File: src/sv/rls_inertia_damping_estimator_macros.svh
// ----------------------------------------------------------------------------
// RLS estimator assertion macros
// Shorthand for the concurrent checks used in the estimator modules.
// ----------------------------------------------------------------------------
`ifndef RLS_INERTIA_DAMPING_ESTIMATOR_MACROS_SVH
`define RLS_INERTIA_DAMPING_ESTIMATOR_MACROS_SVH

// Same-cycle implication, clocked on clk, off while in reset
`define RIE_ASSERT_IMP(lbl, ante, cons, msg) \
  lbl: assert property (@(posedge clk) disable iff (!rst_n) (ante) |-> (cons)) \
    else $error(msg);

// Next-cycle implication, clocked on clk, off while in reset
`define RIE_ASSERT_NXT(lbl, ante, cons, msg) \
  lbl: assert property (@(posedge clk) disable iff (!rst_n) (ante) |=> (cons)) \
    else $error(msg);

`endif

File: src/sv/rie_pkg.sv
// ----------------------------------------------------------------------------
// RLS estimator package
// Beat types, operand and opcode codes, register file map and the microcode.
// ----------------------------------------------------------------------------
package rie_pkg;

  localparam int FRACTION_BITS_DEF = 32;

  // Configuration register indexes
  localparam logic [1:0] CFG_PERIOD   = 2'd0;
  localparam logic [1:0] CFG_INERTIA  = 2'd1;
  localparam logic [1:0] CFG_COV      = 2'd2;
  localparam logic [1:0] CFG_FORGET   = 2'd3;

  localparam logic [19:0] PERIOD_RST  = 20'd62500;
  localparam logic [15:0] INERTIA_RST = 16'd28;
  localparam logic [15:0] COV_RST     = 16'd1000;
  localparam logic [24:0] FORGET_RST  = 25'd32767;

  typedef struct packed {
    logic               kind;
    logic signed [31:0] speed_sample;
    logic signed [31:0] torque_sample;
  } in_beat_t;

  typedef struct packed {
    logic signed [63:0] inertia_estimate;
    logic signed [63:0] damping_estimate;
    logic signed [63:0] prediction_error;
    logic               saturated;
  } out_beat_t;

  // Multiply/divide modes: general divide, or divide by a power of two
  typedef enum logic [1:0] {MD_DIV, MD_SHF, MD_SH24, MD_SH0} md_mode_t;

  typedef struct packed {
    logic signed [63:0] a;
    logic signed [63:0] b;
    logic signed [63:0] d;
    md_mode_t           mode;
  } mdu_req_t;

  typedef struct packed {
    logic               busy;
    logic               done;
    logic signed [63:0] q;
    logic               sat;
  } mdu_rsp_t;

  typedef enum logic [1:0] {OP_ADD, OP_SUB, OP_MD, OP_END} op_t;

  typedef enum logic [3:0] {
    S_PA, S_PB, S_ZERO, S_FX, S_NEGFX, S_K1000, S_PERIOD, S_INERTIA,
    S_COV0, S_CODE, S_SPEED, S_TORQUE
  } src_t;

  // Register file map
  localparam int RF_DEPTH = 24;
  localparam logic [4:0] R_LS    = 5'd0;
  localparam logic [4:0] R_LT    = 5'd1;
  localparam logic [4:0] R_CS    = 5'd2;
  localparam logic [4:0] R_CT    = 5'd3;
  localparam logic [4:0] R_G0    = 5'd4;
  localparam logic [4:0] R_G1    = 5'd5;
  localparam logic [4:0] R_P00   = 5'd6;
  localparam logic [4:0] R_P01   = 5'd7;
  localparam logic [4:0] R_P10   = 5'd8;
  localparam logic [4:0] R_P11   = 5'd9;
  localparam logic [4:0] R_PS0   = 5'd10;
  localparam logic [4:0] R_X     = 5'd11;
  localparam logic [4:0] R_Y     = 5'd12;
  localparam logic [4:0] R_PRED  = 5'd13;
  localparam logic [4:0] R_ERR   = 5'd14;
  localparam logic [4:0] R_PS1   = 5'd15;
  localparam logic [4:0] R_I1    = 5'd16;
  localparam logic [4:0] R_I2    = 5'd17;
  localparam logic [4:0] R_J     = 5'd18;
  localparam logic [4:0] R_LAM   = 5'd19;
  localparam logic [4:0] R_DEN   = 5'd20;
  localparam logic [4:0] R_RATIO = 5'd21;
  localparam logic [4:0] R_INR   = 5'd22;
  localparam logic [4:0] R_DMP   = 5'd23;

  localparam logic [5:0] PC_SAMPLE  = 6'd0;
  localparam logic [5:0] PC_RESTART = 6'd43;

  typedef struct packed {
    op_t        op;
    logic [4:0] dst;
    logic [4:0] ra;
    logic [4:0] rb;
    src_t       sa;
    src_t       sb;
    src_t       sd;
    md_mode_t   mode;
  } uc_t;

  function automatic uc_t mk(op_t op, logic [4:0] dst, logic [4:0] ra, logic [4:0] rb,
                             src_t sa, src_t sb, src_t sd, md_mode_t mode);
    uc_t u;
    u.op = op; u.dst = dst; u.ra = ra; u.rb = rb;
    u.sa = sa; u.sb = sb; u.sd = sd; u.mode = mode;
    return u;
  endfunction

  // Microcode: sample sequence, then restart sequence
  function automatic uc_t uc_rom(logic [5:0] pc);
    uc_t u;
    unique case (pc)
      // prediction from previous speed and torque
      6'd0:  u = mk(OP_SUB, R_PS0, R_LS, R_LS, S_ZERO, S_PB, S_ZERO, MD_SH0);
      6'd1:  u = mk(OP_MD,  R_X, R_PS0, R_CS, S_PA, S_PB, S_ZERO, MD_SHF);
      6'd2:  u = mk(OP_MD,  R_Y, R_LT, R_CT, S_PA, S_PB, S_ZERO, MD_SHF);
      6'd3:  u = mk(OP_ADD, R_PRED, R_X, R_Y, S_PA, S_PB, S_ZERO, MD_SH0);
      6'd4:  u = mk(OP_MD,  R_LS, R_LS, R_LS, S_SPEED, S_FX, S_ZERO, MD_SH0);
      6'd5:  u = mk(OP_MD,  R_LT, R_LT, R_LT, S_TORQUE, S_FX, S_ZERO, MD_SH0);
      6'd6:  u = mk(OP_SUB, R_ERR, R_LS, R_PRED, S_PA, S_PB, S_ZERO, MD_SH0);
      // coefficient update with previous gain
      6'd7:  u = mk(OP_MD,  R_X, R_G0, R_ERR, S_PA, S_PB, S_ZERO, MD_SHF);
      6'd8:  u = mk(OP_ADD, R_CS, R_CS, R_X, S_PA, S_PB, S_ZERO, MD_SH0);
      6'd9:  u = mk(OP_MD,  R_X, R_G1, R_ERR, S_PA, S_PB, S_ZERO, MD_SHF);
      6'd10: u = mk(OP_ADD, R_CT, R_CT, R_X, S_PA, S_PB, S_ZERO, MD_SH0);
      // P * phi
      6'd11: u = mk(OP_SUB, R_PS1, R_LS, R_LS, S_ZERO, S_PB, S_ZERO, MD_SH0);
      6'd12: u = mk(OP_MD,  R_X, R_P00, R_PS1, S_PA, S_PB, S_ZERO, MD_SHF);
      6'd13: u = mk(OP_MD,  R_Y, R_P01, R_LT, S_PA, S_PB, S_ZERO, MD_SHF);
      6'd14: u = mk(OP_ADD, R_I1, R_X, R_Y, S_PA, S_PB, S_ZERO, MD_SH0);
      6'd15: u = mk(OP_MD,  R_X, R_P10, R_PS1, S_PA, S_PB, S_ZERO, MD_SHF);
      6'd16: u = mk(OP_MD,  R_Y, R_P11, R_LT, S_PA, S_PB, S_ZERO, MD_SHF);
      6'd17: u = mk(OP_ADD, R_I2, R_X, R_Y, S_PA, S_PB, S_ZERO, MD_SH0);
      6'd18: u = mk(OP_MD,  R_X, R_PS1, R_I1, S_PA, S_PB, S_ZERO, MD_SHF);
      6'd19: u = mk(OP_MD,  R_Y, R_LT, R_I2, S_PA, S_PB, S_ZERO, MD_SHF);
      6'd20: u = mk(OP_ADD, R_J, R_X, R_Y, S_PA, S_PB, S_ZERO, MD_SH0);
      // forgetting factor and gain
      6'd21: u = mk(OP_MD,  R_LAM, R_LAM, R_LAM, S_CODE, S_FX, S_ZERO, MD_SH24);
      6'd22: u = mk(OP_ADD, R_DEN, R_J, R_LAM, S_PA, S_PB, S_ZERO, MD_SH0);
      6'd23: u = mk(OP_MD,  R_G0, R_I1, R_DEN, S_PA, S_FX, S_PB, MD_DIV);
      6'd24: u = mk(OP_MD,  R_G1, R_I2, R_DEN, S_PA, S_FX, S_PB, MD_DIV);
      // covariance update, in place
      6'd25: u = mk(OP_MD,  R_X, R_G0, R_I1, S_PA, S_PB, S_ZERO, MD_SHF);
      6'd26: u = mk(OP_SUB, R_X, R_P00, R_X, S_PA, S_PB, S_ZERO, MD_SH0);
      6'd27: u = mk(OP_MD,  R_P00, R_X, R_LAM, S_PA, S_FX, S_PB, MD_DIV);
      6'd28: u = mk(OP_MD,  R_X, R_G0, R_I2, S_PA, S_PB, S_ZERO, MD_SHF);
      6'd29: u = mk(OP_SUB, R_X, R_P01, R_X, S_PA, S_PB, S_ZERO, MD_SH0);
      6'd30: u = mk(OP_MD,  R_P01, R_X, R_LAM, S_PA, S_FX, S_PB, MD_DIV);
      6'd31: u = mk(OP_MD,  R_X, R_G1, R_I1, S_PA, S_PB, S_ZERO, MD_SHF);
      6'd32: u = mk(OP_SUB, R_X, R_P10, R_X, S_PA, S_PB, S_ZERO, MD_SH0);
      6'd33: u = mk(OP_MD,  R_P10, R_X, R_LAM, S_PA, S_FX, S_PB, MD_DIV);
      6'd34: u = mk(OP_MD,  R_X, R_G1, R_I2, S_PA, S_PB, S_ZERO, MD_SHF);
      6'd35: u = mk(OP_SUB, R_X, R_P11, R_X, S_PA, S_PB, S_ZERO, MD_SH0);
      6'd36: u = mk(OP_MD,  R_P11, R_X, R_LAM, S_PA, S_FX, S_PB, MD_DIV);
      // inertia and damping
      6'd37: u = mk(OP_MD,  R_RATIO, R_CS, R_CT, S_PA, S_FX, S_PB, MD_DIV);
      6'd38: u = mk(OP_MD,  R_X, R_RATIO, R_RATIO, S_PA, S_PERIOD, S_K1000, MD_DIV);
      6'd39: u = mk(OP_SUB, R_INR, R_X, R_X, S_ZERO, S_PB, S_ZERO, MD_SH0);
      6'd40: u = mk(OP_ADD, R_X, R_CS, R_CS, S_PA, S_FX, S_ZERO, MD_SH0);
      6'd41: u = mk(OP_MD,  R_DMP, R_X, R_CT, S_PA, S_FX, S_PB, MD_DIV);
      6'd42: u = mk(OP_END, R_X, R_X, R_X, S_ZERO, S_ZERO, S_ZERO, MD_SH0);
      // restart: reload state from configuration
      6'd43: u = mk(OP_ADD, R_LS, R_X, R_X, S_ZERO, S_ZERO, S_ZERO, MD_SH0);
      6'd44: u = mk(OP_ADD, R_LT, R_X, R_X, S_ZERO, S_ZERO, S_ZERO, MD_SH0);
      6'd45: u = mk(OP_ADD, R_CS, R_X, R_X, S_NEGFX, S_ZERO, S_ZERO, MD_SH0);
      6'd46: u = mk(OP_MD,  R_X, R_X, R_X, S_INERTIA, S_K1000, S_ZERO, MD_SH0);
      6'd47: u = mk(OP_MD,  R_CT, R_X, R_X, S_PERIOD, S_FX, S_PB, MD_DIV);
      6'd48: u = mk(OP_ADD, R_G0, R_X, R_X, S_ZERO, S_ZERO, S_ZERO, MD_SH0);
      6'd49: u = mk(OP_ADD, R_G1, R_X, R_X, S_ZERO, S_ZERO, S_ZERO, MD_SH0);
      6'd50: u = mk(OP_MD,  R_P00, R_X, R_X, S_COV0, S_FX, S_ZERO, MD_SH0);
      6'd51: u = mk(OP_ADD, R_P01, R_X, R_X, S_ZERO, S_ZERO, S_ZERO, MD_SH0);
      6'd52: u = mk(OP_ADD, R_P10, R_X, R_X, S_ZERO, S_ZERO, S_ZERO, MD_SH0);
      6'd53: u = mk(OP_ADD, R_P11, R_P00, R_X, S_PA, S_ZERO, S_ZERO, MD_SH0);
      default: u = mk(OP_END, R_X, R_X, R_X, S_ZERO, S_ZERO, S_ZERO, MD_SH0);
    endcase
    return u;
  endfunction

endpackage

File: src/sv/rie_mdu.sv
// ----------------------------------------------------------------------------
// RLS estimator multiply/divide unit
// round(a*b/d) or round(a*b/2^k), signed 64-bit, saturated, ties away from 0.
// ----------------------------------------------------------------------------
`include "rls_inertia_damping_estimator_macros.svh"

module rie_mdu #(
  parameter int FRACTION_BITS = rie_pkg::FRACTION_BITS_DEF
) (
  input  logic              clk,
  input  logic              rst_n,
  input  logic              start,
  input  rie_pkg::mdu_req_t req,
  output rie_pkg::mdu_rsp_t rsp
);
  import rie_pkg::*;

  typedef enum logic [2:0] {M_IDLE, M_MUL, M_POST, M_DIV, M_RND, M_FIN} mst_t;

  localparam logic [63:0] MIN_V = 64'h8000_0000_0000_0000;
  localparam logic [63:0] MAX_V = 64'h7FFF_FFFF_FFFF_FFFF;

  mst_t           st_r;
  logic [63:0]    amag_r, bmag_r, dmag_r;
  logic           neg_r;
  md_mode_t       mode_r;
  logic [127:0]   acc_r;
  logic [63:0]    rem_r;
  logic [6:0]     cnt_r;
  logic [1:0]     k_r;
  logic           rnd_r;
  logic [63:0]    q_r;
  logic           sat_r;
  logic           done_r;

  function automatic logic [63:0] mag(logic [63:0] v);
    return v[63] ? (~v + 64'd1) : v;
  endfunction

  // Partial product, one 32x32 slice a cycle
  logic [31:0]  a_half, b_half;
  logic [63:0]  prod;
  logic [127:0] prod_sh;
  always_comb begin
    a_half = k_r[1] ? amag_r[63:32] : amag_r[31:0];
    b_half = k_r[0] ? bmag_r[63:32] : bmag_r[31:0];
    prod   = a_half * b_half;
    unique case (k_r)
      2'd0:    prod_sh = {64'd0, prod};
      2'd3:    prod_sh = {prod, 64'd0};
      default: prod_sh = {32'd0, prod, 32'd0};
    endcase
  end

  // Power-of-two scaling with its rounding bit
  logic [127:0] shq;
  logic         shr;
  always_comb begin
    unique case (mode_r)
      MD_SHF:  begin shq = acc_r >> FRACTION_BITS; shr = acc_r[FRACTION_BITS-1]; end
      MD_SH24: begin shq = acc_r >> 24;            shr = acc_r[23];              end
      default: begin shq = acc_r;                  shr = 1'b0;                   end
    endcase
  end

  // Restoring division step, one quotient bit a cycle
  logic [64:0] remsh;
  logic        ge;
  logic [63:0] rem_new;
  logic        rnd_new;
  always_comb begin
    remsh   = {rem_r, acc_r[127]};
    ge      = remsh >= {1'b0, dmag_r};
    rem_new = ge ? 64'(remsh - {1'b0, dmag_r}) : remsh[63:0];
    rnd_new = {rem_new, 1'b0} >= {1'b0, dmag_r};
  end

  // Final sign and saturation
  logic [63:0] pk_q;
  logic        pk_sat;
  always_comb begin
    if (neg_r) begin
      if ((|acc_r[127:64]) || (acc_r[63:0] > MIN_V)) begin
        pk_q = MIN_V; pk_sat = 1'b1;
      end else begin
        pk_q = 64'd0 - acc_r[63:0]; pk_sat = 1'b0;
      end
    end else begin
      if ((|acc_r[127:64]) || acc_r[63]) begin
        pk_q = MAX_V; pk_sat = 1'b1;
      end else begin
        pk_q = acc_r[63:0]; pk_sat = 1'b0;
      end
    end
  end

  // Sequencer; done is raised only on the way back to idle
  always_ff @(posedge clk) begin
    if (!rst_n) begin
      st_r   <= M_IDLE;
      done_r <= 1'b0;
      sat_r  <= 1'b0;
    end else begin
      unique case (st_r)
        M_IDLE: begin
          done_r <= 1'b0;
          if (start) begin
            amag_r <= mag(req.a);
            bmag_r <= mag(req.b);
            dmag_r <= mag(req.d);
            neg_r  <= req.a[63] ^ req.b[63] ^ ((req.mode == MD_DIV) && req.d[63]);
            mode_r <= req.mode;
            acc_r  <= '0;
            k_r    <= 2'd0;
            st_r   <= M_MUL;
          end
        end
        M_MUL: begin
          acc_r <= acc_r + prod_sh;
          k_r   <= k_r + 2'd1;
          if (k_r == 2'd3) st_r <= M_POST;
        end
        M_POST: begin
          if (mode_r == MD_DIV) begin
            if (dmag_r == 64'd0) begin
              q_r    <= neg_r ? MIN_V : MAX_V;
              sat_r  <= 1'b1;
              done_r <= 1'b1;
              st_r   <= M_IDLE;
            end else begin
              rem_r <= '0;
              cnt_r <= 7'd127;
              st_r  <= M_DIV;
            end
          end else begin
            acc_r <= shq;
            rnd_r <= shr;
            st_r  <= M_RND;
          end
        end
        M_DIV: begin
          rem_r <= rem_new;
          acc_r <= {acc_r[126:0], ge};
          cnt_r <= cnt_r - 7'd1;
          if (cnt_r == 7'd0) begin
            rnd_r <= rnd_new;
            st_r  <= M_RND;
          end
        end
        M_RND: begin
          acc_r <= acc_r + {127'd0, rnd_r};
          st_r  <= M_FIN;
        end
        M_FIN: begin
          q_r    <= pk_q;
          sat_r  <= pk_sat;
          done_r <= 1'b1;
          st_r   <= M_IDLE;
        end
        default: st_r <= M_IDLE;
      endcase
    end
  end

  assign rsp.busy = (st_r != M_IDLE);
  assign rsp.done = done_r;
  assign rsp.q    = q_r;
  assign rsp.sat  = sat_r;

  `RIE_ASSERT_IMP(a_start_idle, start, st_r == M_IDLE, "mdu started while busy")
  `RIE_ASSERT_NXT(a_done_pulse, done_r, !done_r, "mdu done longer than one cycle")
  `RIE_ASSERT_NXT(a_div_zero, (st_r == M_POST) && (mode_r == MD_DIV) && (dmag_r == 64'd0),
    done_r && sat_r, "zero divisor not flagged")

endmodule

File: config.mk
export PLATFORM = sky130hd
export DESIGN_NAME = rie_mdu
export DESIGN_NICKNAME = d
export VERILOG_FILES = /design/src/sv/rie_pkg.sv /design/src/sv/rie_mdu.sv
export VERILOG_INCLUDE_DIRS = /design/src /design/src/sv
export SDC_FILE = /design/constraint.sdc
export NUM_CORES = 2
export LEC_CHECK = 0
export ABC_AREA = 1
export BUFFER_PORTS_ARGS = -buffer_cell sky130_fd_sc_hd__buf_2
export CAP_MARGIN = 20
export CORE_MARGIN = 5
export CORE_UTILIZATION = 30
export DETAILED_ROUTE_END_ITERATION = 6
export PLACE_DENSITY_LB_ADDON = 0.25
export SLEW_MARGIN = 10
export SYNTH_ARGS = -nofsm -noshare
export SYNTH_HDL_FRONTEND = slang
export SYNTH_SLANG_ARGS = --single-unit
File: constraint.sdc
create_clock -name clk -period 11.77 [get_ports clk]
set_input_delay 0.5885 -clock clk [delete_from_list [all_inputs] [get_ports clk]]
set_output_delay 0.5885 -clock clk [all_outputs]
set_load 0.01 [all_outputs]
# Yosys cells after proc, flatten, opt, wreduce, memory -nomap -nowiden
# Index checks and enable logic that the tools add are counted.
[totals] regBits=466 latch_bits=0 ram_bits=0 romBits=0 input_bits=197 n_memories=0
[op_classes] add_sub_neg=9 mul=1 n_div=0 magnitude_cmp=3 eq_ne=16 shifts=0 muxes=43 n_bitwise=5 reduce_logical=25
[op_table] operator="128-bit one-hot mux with 5 select lines" n=1
[op_table] operator="64-bit 2-to-1 mux" n=9
[op_table] operator="128-bit one-hot mux with 2 select lines" n=2
[op_table] operator="128-bit 2-to-1 mux" n=2
[op_table] operator="64-bit one-hot mux with 2 select lines" n=2
[op_table] operator="64-bit by 1-bit adder with 64-bit output (second input constant)" n=3
[op_table] operator="64-bit inverter" n=3
[op_table] operator="63-bit 2-to-1 mux" n=3
[op_table] operator="65-bit by 64-bit >= comparator with 1-bit output" n=2
[op_table] operator="128-bit by 1-bit adder with 128-bit output" n=1
[op_table] operator="128-bit adder" n=1
[op_table] operator="64-bit > comparator (second input constant)" n=1
[op_table] operator="64-bit logical NOT" n=1
[op_table] operator="32-bit by 32-bit multiplier with 64-bit output" n=1
[op_table] operator="32-bit 2-to-1 mux" n=2
[op_table] operator="64-bit OR reduction" n=1
[op_table] operator="1-bit by 64-bit subtractor with 64-bit output (first input constant)" n=1
[op_table] operator="64-bit subtractor" n=1
[op_table] operator="3-bit one-hot mux with 5 select lines" n=1
[op_table] operator="3-bit AND reduction" n=5
[op_table] operator="7-bit 2-to-1 mux" n=2
[op_table] operator="2-bit != test (second input constant)" n=7
[op_table] operator="7-bit one-hot mux with 2 select lines" n=1
[op_table] operator="3-bit 2-to-1 mux" n=4
[op_table] operator="other kinds (24)" n=45

# Longest topological paths before layout
[logic_depth] ltp_word=5 ltp_mapped=54 mapped_depth_nobuf=51

# Worst setup path after synthesis
# OpenSTA, ideal clock, no wires.
[synth_path] path_kind="register to register" start="reg st_r[2]" end="reg acc_r[0], enable pin" setup_time_ns=0.804 arrival_ns=10.584 slack_ns=0.382 stages_incl_launch_ff=7 n_path_buf=2 period_less_slack_ns=11.388 cell_sequence="dfxtp_1 nor3_1 inv_1 clkbuf_1 buf_1 o21ai_0 a211oi_1"
[synth_via] elab_chain_cells=3 word_cells_on_any_way=10 cone_classes="7 x eq/ne; 3 x reduce/logical"
[synth_rtl] item="from (decl)" line_no="rie_mdu.sv:23" source="mst_t st_r;"
[synth_rtl] item="from (signal assigned)" line_no="rie_mdu.sv:100" source="st_r <= M_IDLE;"
[synth_rtl] item="from (signal assigned)" line_no="rie_mdu.sv:115" source="st_r <= M_MUL;"
[synth_rtl] item="from (signal assigned)" line_no="rie_mdu.sv:121" source="if (k_r == 2'd3) st_r <= M_POST;"
[synth_rtl] item="3-bit by 2-bit == test with 1-bit output (tied with other cells)" line_no="rie_mdu.sv:104" source="unique case (st_r)"
[synth_rtl] item="3-bit by 1-bit != test with 1-bit output (no source line) (tied with other cells)"
[synth_rtl] item="5-bit AND reduction (no source line) (*)"
[synth_rtl] item="to (signal assigned)" line_no="rie_mdu.sv:119" source="acc_r <= acc_r + prod_sh;"
[synth_rtl] item="to (signal assigned)" line_no="rie_mdu.sv:136" source="acc_r <= shq;"
[synth_rtl] item="to (signal assigned)" line_no="rie_mdu.sv:143" source="acc_r <= {acc_r[126:0], ge};"
[synth_rtl] item="to (decl)" line_no="rie_mdu.sv:27" source="logic [127:0] acc_r;"
# Mark *: on every way between the ends. The rest lies on a longest branch, timed or not.
# A chain may end at the register's enable or synchronous reset.

# Worst setup path in the final report
[layout_path] start="reg k_r[0]" end="reg acc_r[65], data pin"
[layout_via] elab_chain_cells=5 word_cells_on_any_way=7 cone_classes="1 x add/sub; 1 x mul; 1 x eq/ne; 3 x mux; 1 x reduce/logical"
[layout_rtl] item="from (decl)" line_no="rie_mdu.sv:30" source="logic [1:0] k_r;"
[layout_rtl] item="from (signal assigned)" line_no="rie_mdu.sv:120" source="k_r <= k_r + 2'd1;"
[layout_rtl] item="32-bit 2-to-1 mux" line_no="rie_mdu.sv:46" source="b_half = k_r[0] ? bmag_r[63:32] : bmag_r[31:0];"
[layout_rtl] item="32-bit by 32-bit multiplier with 64-bit output" line_no="rie_mdu.sv:47" source="prod = a_half * b_half;"
[layout_rtl] item="128-bit one-hot mux with 2 select lines (*)" line_no="rie_mdu.sv:48" source="unique case (k_r)"
[layout_rtl] item="128-bit adder (*)" line_no="rie_mdu.sv:119"
[layout_rtl] item="128-bit one-hot mux with 5 select lines (*)" line_no="rie_mdu.sv:104"
# Marks and branches as above.

==> metrics.csv <==
stage;metric;value;unit
timing;final hold vios;0;
clock_tree;Worst-path clk slew;60;ps
yosys;proportion of netlist area held by the largest area contributor;0.233;
timing;Relative slew margins;0.176;
yosys;Yosys top cell by area;fa_1;
timing;max frequency;0.0868;GHz
worst_setup_path;Worst path most repeated cell;fa_1;
worst_setup_path;critical path arrival;11960;ps
outcome;status;finished clean;
drt;Vias;78400;
worst_setup_path;Startpoint Class;flip-flop;
timing;fin. max-slew vios;0;
worst_setup_path;slowest stage cell, crit path;fa_1;
worst_setup_path;Worst Path Required;12210;ps
yosys;syn_area_per_cell;7.41;µm²
flow_run;Max-Cap Viols;0;
grt;initial antenna violation count;29;
grt;total gr overflow;0;
yosys;dominant synthesized flop cell;edfxtp_1;
layout;number of fill cells;27200;
die;die extent in x;517;µm
clock_tree;CTS HTree Levels;3;
yosys;syn_nets;12000;
drt;DR WL/cell;25.3;µm
clock_tree;clock sink count;466;
timing;RSZ-0062 raised after global routing;yes;
die;die area;267000;µm²
yosys;synth unique cells;70;
worst_setup_path;critical path type;reg2reg;
yosys;Yosys reg bits;466;
placement;RePlAce Congestion;1.02;
hold_path;hold path start;req[66];
layout;Finished Cell Area;93200;µm²
worst_setup_path;Worst setup startpoint;k_r[0]$_SDFFCE_PN0P_;
yosys;Mapped Area;77100;µm²
worst_setup_path;CP top delay family;adder cells;
worst_setup_path;crit-path max cell delay;570;ps
yosys;post-synthesis sequential area ratio;0.181;
grt;All-Layer GR Usage;0.278;
grt;global-route wire length before repair;542;mm
worst_setup_path;CP endpoint kind;flip-flop;
clock_tree;CTS tree;built;
drt;ANT nets after route;0;
yosys;count of flip-flops with a built-in enable after synthesis;461;
placement;Port Buffers;263;
layout;utilization after layout;0.364;
clock_tree;total CTS buffers;67;
hold_path;Hold Crit Class;in2reg;
worst_setup_path;Worst Path Buf+Inv;9;
clock_tree;clock tree buffer depth;3;
placement;DPL Wire Length;321;mm
worst_setup_path;Max FO, Critical Path;34;
grt;largest net degree at the start of global routing;142;
die;core area;256000;µm²
timing;Setup Viol. Count Final;0;
timing;Tightest Pin Transition;1220;ps
drt;final wirelength;379;mm
layout;share of cells above drive strength 1;0.152;
placement;placed inst area;90300;µm²
grt;number of global-route vias before repair;77700;
timing;fin crit period;11510;ps
clock_tree;Root Driver;clkbuf_16;
yosys;synth warn;0;
yosys;Synth Instances;10400;
clock_tree;Skew-Pair Late Insertion Delay;750;ps
yosys;count leader, synth;inv_1;
worst_setup_path;reg2reg setup slack;260;ps
die;num rows;186;
timing;clk_skew;66.2;ps
worst_setup_path;reg2reg start;k_r[0]$_SDFFCE_PN0P_;
drt;DRT iter0 DRCs;8063;
timing;Final period util;0.978;
yosys;ys async rst share;0;
die;Initial Util;0.301;
drt;DRC viols;0;
drt;post-DR vias/cell;5.22;
die;die height;517;µm
yosys;top post-synthesis cells by count;inv_1, nand2_1, nor2_1;
yosys;Synth area leaders;fa_1, edfxtp_1, inv_1, ha_1, nand2_1;
die;Top Ports;264;
layout;# nets final;13200;
layout;Area Overhead vs Synth;20.9;%
drt;TritonRoute pass-1 iters;7;
what timing repair did:
action	CTS	global route
cloned	0	1
endpoints found under the hold margin	3	0
gates resized for setup	5	72
hold buffers	3	0
pin swaps	0	3
setup buffers	0	26
endpoints found under the setup margin	5	94
cell type report:
type | count | area [µm²] | share of cell area
multi-input cells | 7638 | 54900 | 0.589
flip-flops and latches | 466 | 13900 | 0.150
repair buffers | 1406 | 10300 | 0.111
inverters | 1980 | 7490 | 0.0804
well taps | 3384 | 4230 | 0.0454
clock buffers | 76 | 1710 | 0.0184
clock inverters | 46 | 577 | 0.00619
diodes | 10 | 25.0 | 0.000268
repair inverters | 1 | 7.51 | 0.0000805
logic make-up after synthesis:
| logic type | Yosys count | share of synthesized area |
|---|---|---|
| xor+xnor | 332 | 0.0377 |
| buf+inv | 2294 | 0.113 |
| fa+ha+maj | 1426 | 0.319 |
| compound gates | 1843 | 0.132 |
| simple gates | 4037 | 0.218 |
| flops | 466 | 0.181 |
path summary, 6_finish.rpt:
kind | end | cells after the start
max | acc_r[65]$_DFFE_PP_ | 37
max reg2reg | acc_r[65]$_DFFE_PP_ | 37
min reg2reg | done_r$_SDFFE_PN0P_ | 2
min | bmag_r[0]$_DFFE_PP_ | 1
state kept, by name (all words and copies together) (netlist names):
register / flops
acc_r: 128
amag_r: 64
done_r: 1
dmag_r: 64
bmag_r: 64
neg_r: 1
mode_r: 2
rnd_r: 1
st_r: 3
q_r: 64
k_r: 2
sat_r: 1
rem_r: 64
cnt_r: 7
through the flow:
stage / setup slack (ps) / hold slack, ps / TNS, ps / cells
2_1_floorplan: 382 / 458 / 0 / 10400
3_3_place_gp: -177 / 475 / -613 / 14800
3_5_place_dp: -233 / 472 / -560 / 14800
4_1_cts: 3.09 / 35.2 / 0 / 15000
5_1_grt: -60.3 / 69.5 / -140 / 15000
6_report: 255 / 99.0 / 0 / 15000
layer usage:
metal,wire [µm],part of all wire,GRT usage
met5,131,0.00035,0
met4,15400,0.041,0.0966
met3,33600,0.088,0.0565
met2,163000,0.43,0.422
met1,168000,0.44,0.393
layout by cell type (no fill, tap or decap), drive strengths merged, types with 4 or more instances in the layout:
cell      Yosys  layout
bufinv        0       6
and3         12      12
nor2       1626    1626
a211oi       15      15
a21oi       709     709
clkinvlp      0      18
xor2        214     214
o32ai         5       5
nor3        174     174
buf          36    1402
o21bai       36      36
and2         26      26
o221ai       22      22
o211ai       72      72
xnor2       118     118
a21o         36      36
nand3b       18      18
a21boi       14      14
dfxtp         5       5
clkbuf      278      77
o22ai        59      59
diode         0      10
nand2      1638    1638
a221oi        9       9
ha          528     528
a31o          4       4
o21ai       752     752
or2          88      88
a22oi         5       5
edfxtp      461     461
fa          898     898
o31ai        11      11
nand3       260     260
nor4         97      97
o21a         39      39
clkinv       32      52
nand4        95      95
a31oi        42      42
inv        1948    1951
Power is not shown: default switching activity piles up to over one toggle a cycle in this logic, so the estimate is an artifact.
